--- src/hw/rtl/set_pkg.sv ---
// Shared types and constants for the Sobel edge threshold block.
// No dependencies.
`timescale 1ns / 1ps

package set_pkg;

    localparam int PIX_W  = 10;
    localparam int CFG_DW = 11;
    localparam int CFG_IW = 2;
    localparam int FIFO_DEPTH = 8;
    localparam int FIFO_AW    = 3;
    localparam int FIFO_CW    = 4;

    localparam logic [PIX_W-1:0] FULL_SCALE = 10'd765;
    localparam logic [11:0] SLOPE_STEEP_P1   = 12'd2473;
    localparam logic [11:0] SLOPE_SHALLOW_P1 = 12'd415;

    localparam logic [CFG_DW-1:0] WIDTH_RESET  = 11'd640;
    localparam logic [CFG_DW-1:0] HEIGHT_RESET = 11'd480;

    typedef logic [PIX_W-1:0] t_pix;
    typedef t_pix [8:0] t_win;

    typedef enum logic [CFG_IW-1:0] {
        CFG_WIDTH  = 2'd0,
        CFG_HEIGHT = 2'd1,
        CFG_LOW    = 2'd2,
        CFG_HIGH   = 2'd3
    } t_cfg_idx;

    typedef enum logic [1:0] {
        DIR_0   = 2'd0,
        DIR_45  = 2'd1,
        DIR_90  = 2'd2,
        DIR_135 = 2'd3
    } t_dir;

    typedef struct packed {
        logic emit;
        logic border;
        logic last;
    } t_tag;

    typedef struct packed {
        t_pix value;
        logic last;
    } t_res;

endpackage

--- src/hw/rtl/set_if.sv ---


interface set_res_if;
    logic        valid;
    logic        ready;
    logic [9:0]  edge_value;
    logic        frame_last;
    modport source (output valid, output edge_value, output frame_last, input ready);
    modport sink   (input valid, input edge_value, input frame_last, output ready);
endinterface


--- src/hw/rtl/set_out_fifo.sv ---
// Result queue between the pipeline and the output channel.
// Depends on set_pkg and set_if.
`timescale 1ns / 1ps

module set_out_fifo (
    input  logic              i_clk,
    input  logic              i_rst_n,
    input  logic              i_push,
    input  set_pkg::t_res     i_res,
    set_res_if.source         o_res,
    output logic              o_pop
);

    localparam int FIFO_CW_T = set_pkg::FIFO_CW;

    set_pkg::t_res                 mem [set_pkg::FIFO_DEPTH];
    logic [set_pkg::FIFO_AW-1:0]   r_wptr, r_rptr;
    logic [set_pkg::FIFO_CW-1:0]   r_cnt;

    assign o_res.valid      = (r_cnt != '0);
    assign o_res.edge_value = mem[r_rptr].value;
    assign o_res.frame_last = mem[r_rptr].last;
    assign o_pop            = o_res.valid && o_res.ready;

    always_ff @(posedge i_clk) begin
        if (i_push) begin
            mem[r_wptr] <= i_res;
        end
    end

    always_ff @(posedge i_clk) begin
        if (!i_rst_n) begin
            r_wptr <= '0;
            r_rptr <= '0;
            r_cnt  <= '0;
        end else begin
            if (i_push) r_wptr <= r_wptr + 1'b1;
            if (o_pop)  r_rptr <= r_rptr + 1'b1;
            r_cnt <= r_cnt + FIFO_CW_T'(i_push) - FIFO_CW_T'(o_pop);
        end
    end

endmodule

--- src/flat_wrapper.sv ---
// flat-port wrapper written by rule: the top's interface ports become plain ports
module set_out_fifo_flat 
  (i_clk, i_rst_n, i_push, i_res, o_pop, o_res_valid, o_res_edge_value, o_res_frame_last, o_res_ready);
  set_res_if o_res_i ();
  input  logic i_clk;
  input  logic i_rst_n;
  input  logic i_push;
  input  set_pkg::t_res i_res;
  output logic o_pop;
  output wire logic [$bits(o_res_i.valid)-1:0] o_res_valid;
  output wire logic [$bits(o_res_i.edge_value)-1:0] o_res_edge_value;
  output wire logic [$bits(o_res_i.frame_last)-1:0] o_res_frame_last;
  input wire logic [$bits(o_res_i.ready)-1:0] o_res_ready;
  assign o_res_valid = o_res_i.valid;
  assign o_res_edge_value = o_res_i.edge_value;
  assign o_res_frame_last = o_res_i.frame_last;
  assign o_res_i.ready = o_res_ready;
  set_out_fifo u_core (.i_clk(i_clk), .i_rst_n(i_rst_n), .i_push(i_push), .i_res(i_res), .o_res(o_res_i), .o_pop(o_pop));
endmodule
--- config.mk ---
export PLATFORM = sky130hd
export DESIGN_NAME = set_out_fifo_flat
export DESIGN_NICKNAME = d
export VERILOG_FILES = /design/src/hw/rtl/set_pkg.sv /design/src/hw/rtl/set_if.sv /design/src/hw/rtl/set_out_fifo.sv /design/src/flat_wrapper.sv
export SDC_FILE = /design/constraint.sdc
export NUM_CORES = 1
export LEC_CHECK = 0
export BUFFER_PORTS_ARGS = -buffer_cell sky130_fd_sc_hd__buf_2
export CORE_MARGIN = 3
export CORE_UTILIZATION = 35
export CTS_BUF_LIST = sky130_fd_sc_hd__clkbuf_16
export DETAILED_ROUTE_END_ITERATION = 8
export PLACE_DENSITY = 0.57
export SETUP_SLACK_MARGIN = 0.1
export SYNTH_ARGS = -nofsm -noshare
export SYNTH_HDL_FRONTEND = slang
export SYNTH_SLANG_ARGS = --single-unit
--- constraint.sdc ---
create_clock -name i_clk -period 4.1 [get_ports i_clk]
set_input_delay 0.41 -clock i_clk [delete_from_list [all_inputs] [get_ports i_clk]]
set_output_delay 0.41 -clock i_clk [all_outputs]
set_load 0.1 [all_outputs]
* Word level (Yosys, flattened, before mapping) *
Memories as Yosys holds them, arrays and structs flattened. A register that Yosys moved wholly into a read port is not among the register bits.
Cells that the tools add are included.

operators by class
  $add $sub $neg = 4
  $lt $le $gt $ge = 0
  div/mod/pow operators = 0
  mux-type cells = 4
  reductions and logical operators = 2
  shift operators = 0
  eq/ne operators = 0
  bitwise logic cells = 0
  multipliers = 0

operators with widths
  operator                                                       number
  3-bit by 1-bit adder with 3-bit output, second input constant  2
  3-bit two-way mux                                              2
  4-bit by 1-bit adder with 4-bit output                         1
  4-bit nonzero test                                             1
  4-bit by 1-bit subtractor with 4-bit output                    1
  1-bit two-way mux                                              2
  1-bit logical AND                                              1

word-level totals
  input port bits = 15
  bits in registers = 10
  bits in read-only memories = 0
  word-level logic and storage cells = 14
  bits in latches = 0
  memories = 1
  RAM bits = 88

memories
  memory      words  bits a word  read ports  clocked after memory_dff  write ports  RTL line            source
  u_core.mem  8      11           1           1                         1            set_out_fifo.sv:16  set_pkg::t_res mem [set_pkg::FIFO_DEPTH];

* Depth between registers and ports, before layout *
  depth after elaboration = 4
  gate-level depth with buffers = 10
  depth with buffers taken out = 10

* Worst setup path before layout *
No wires, ideal clock.

  kind = register -> register
  start = register u_core.r_cnt[2] (netlist bit)
  end = register u_core.r_cnt[3] (netlist bit)
  period minus slack after synthesis = 2.933 ns
  arrival time = 2.861 ns
  data required time = 4.028 ns
  setup time = 0.072 ns
  setup slack = 1.167 ns
  stages on the path, launching flop included = 11
  cells stage by stage = dfxtp_1 > inv_1 > ha_1 > or3b_2 > nand2_1 > inv_1 > nand2b_1 > ha_1 > a21o_1 > a21oi_1 > mux2i_1

on the way
  word-level cells in the longest chain between the ends = 3
  elaborated cells between the ends (all ways) = 4
  those cells by class = add/sub: 2; reduce/logical: 2

RTL lines
  element                                      RTL line            source
  start, declared                              set_out_fifo.sv:18  logic [set_pkg::FIFO_CW-1:0] r_cnt;
  start signal, assigned                       set_out_fifo.sv:39  r_cnt <= r_cnt + FIFO_CW_T'(i_push) - FIFO_CW_T'(o_pop);
  4-bit nonzero test                           set_out_fifo.sv:20  assign o_res.valid = (r_cnt != '0);
  net o_res_valid                              flat_wrapper.sv:10  output wire logic [$bits(o_res_i.valid)-1:0] o_res_valid;
  1-bit logical AND                            set_out_fifo.sv:23  assign o_pop = o_res.valid && o_res.ready;
  net o_pop                                    flat_wrapper.sv:9   output logic o_pop;
  4-bit by 1-bit subtractor with 4-bit output  set_out_fifo.sv:39

The timed path passes the listed nets, and every way through them passes these cells.
A chain may end at the register's enable or synchronous reset.

==> metrics <==
result of the run=complete, no violations; Placed Cells=369; Post CTS Setup Buffer Count=0; Final ANT Viol Nets=0; Unique masters post-synth=25; Rel. slew slack=31.9%; Crit. End Element=primary output; final hold violation count=0; synthesized area per cell=20.3 sq um; Ant. Diodes=0; overflow left after global routing=0; Hold Crit Depth=1; vias in the first global route=1949; clock sink count=101; initial antenna violation count=1; PostCTS Resize Cnt=0; post-place setup slack=1.52 ns; max_cap viols=0; final period utilization=70.6%; Worst VDD drop=261 uV; clock slew at reported path FFs=0.07 ns; Initial Utilization=36.5%; RSZ-0062 raised after global routing=no; sequential area share after synthesis=71.8%; Arr. time, crit path=2.48 ns; synthesized cell area=0.00404 sq mm; post-route cell area=0.00472 sq mm; Worst Max-Slew Pin Slew=1.02 ns; area post-placement=0.00439 sq mm; Logic pwr share=25.1%; Longest Clk Path Bufs=2; Critical Path Start Type=flop; CORE AREA=0.0111 sq mm; clock share of power=32.2%; Post-Syn Nets=221; Hold Buf Count CTS=0; gpl congestion=0.659; Die ar.=0.0129 sq mm; PwrDens=604 mW/mm^2; cell count after synthesis=199; fmax=346 MHz; Final setup viols=0; critical path fanouts, max=14; largest net degree at the start of global routing=23; setup TNS=0 ns; R2R cell count=10; final cell count without fillers=385; post-DP HPWL=4380 um; CTS Buf Count=9; Die Y=113 um; Synth top area share=65.3%; Syn. warnings=0; leak pwr=1.63 nW; Overall Global Routing Usage=11.9%; CTS tree=yes; htree depth=3; Rows=38; most common cell after layout, fill and taps aside=edfxtp_1; Layout Nets=262; Seq cells post-synth=101; Req. time, crit path=3.69 ns; Hold Path Class=input pin to flop; I/O pins=28; via count=1900; NetSw=0.929 mW; worst-skew pair later-pin latency=0.34 ns; max-slew violations=0; largest area contributor in the netlist=edfxtp_1; drt via density=4.94; Tot Pwr=2.85 mW; quantity of I/O buffers inserted on ports=27; fin crit period=2.89 ns; final worst setup slack=1.21 ns; share of layout cells above drive strength 1=26.5%; CP Class=flop to primary output; DR iter-0 viols=140; Root Driver=clkbuf_16; switching portion of total power=32.6%; Die W=113 um; drt pass-1 iters=4; sequential power share=42.7%; DRC viols=0; global-route wire length before repair=11000 um; Internal Power=1.92 mW; commonest non-fill, non-tap cells in the layout=88 x edfxtp_1, 27 x buf_2, 22 x mux4_1; drt total wl=7110 um; Area Overhead vs Synth=16.6%; top cells by area, synth=edfxtp_1 65%, mux4_1 14%, dfxtp_1 6.4%; mean routed wirelength per cell=18.5 um; skew final=0.00812 ns
kinds of logic (layout without fill, tap and decap cells):
family,count (synthesis),count (layout),synth area share [%]
compound gates,4,4,0.557
flops,101,101,71.8
xor+xnor,3,3,0.650
mux,40,40,19.1
simple gates,33,33,4.18
fa+ha+maj,7,7,2.35
buf+inv,11,57,1.39
worst max-delay path, stage by stage (launching register included):
cell and delay (ns):
dfxtp_1 0.62, buf_4 0.36, mux4_1 0.60, mux2_2 0.27, buf_2 0.29
power groups by stage:
stage	sequential, mW	clock [mW]	combinational, mW
final	1.22	0.917	0.715
after global routing	1.23	0.978	0.762
after CTS	1.22	0.935	0.727
after detailed placement	1.24	0	0.724
after global placement	1.24	0	0.716
after floorplan	1.21	0	0.632
sequential cells by signal, summed over array words and instances, names as in the netlist, named ones only:
signal and count:
u_core.mem 88, u_core.r_cnt 4, u_core.r_rptr 3, u_core.r_wptr 3
final cells by class:
class	count	area (sq um)
Multi-Input combinational cell	87	1090
Inverter	5	18.8
Clock inverter	7	97.6
Sequential cell	101	2900
Timing Repair Buffer	36	203
Tap cell	140	175
Fill cell	974	6360
Clock buffer	9	225
Yosys cell counts:
cell type  count
buf_6          2
xor2_1         1
nand4b_1       1
nor2b_1        2
mux2i_1        7
inv_1          5
edfxtp_1      88
buf_1          2
xnor2_1        2
a21o_1         1
or3b_2         1
ha_1           6
and3_1         1
o21ai_0        2
and2_1         4
a21oi_1        1
mux2_2        11
nand2_1        9
fa_1           1
dfxtp_1       13
mux4_1        22
clkbuf_1       2
nand2b_1       6
nor2_1         7
nor3_1         2
through the flow:
step	utilization (%)	hold slack [ns]
finish	42.6	0.323
global route	42.6	0.332
CTS	42.6	0.315
detailed placement	39.7	0.478
global placement	39.7	0.466
floorplan	-	0.452
worst paths after layout:
path / startpoint / to / slack [ns]
worst max-delay path: flop / o_res_edge_value[3] / 1.21
worst min-delay path: i_res[7] / u_core.mem[6][7] / 0.32
worst max register to register: u_core.r_cnt[2] / u_core.r_cnt[3] / 1.95
worst min register to register: u_core.r_rptr[2] / flop / 0.48
routing by layer:
metal	global-route usage (%)	vias up	part of all wire, %
met2	18.2	28	48
li1	-	891	-
met3	2.65	12	3.0
met5	0	-	0.18
met4	6.73	2	2.7
met1	15.6	967	46
(Power assumes the default switching activity.)
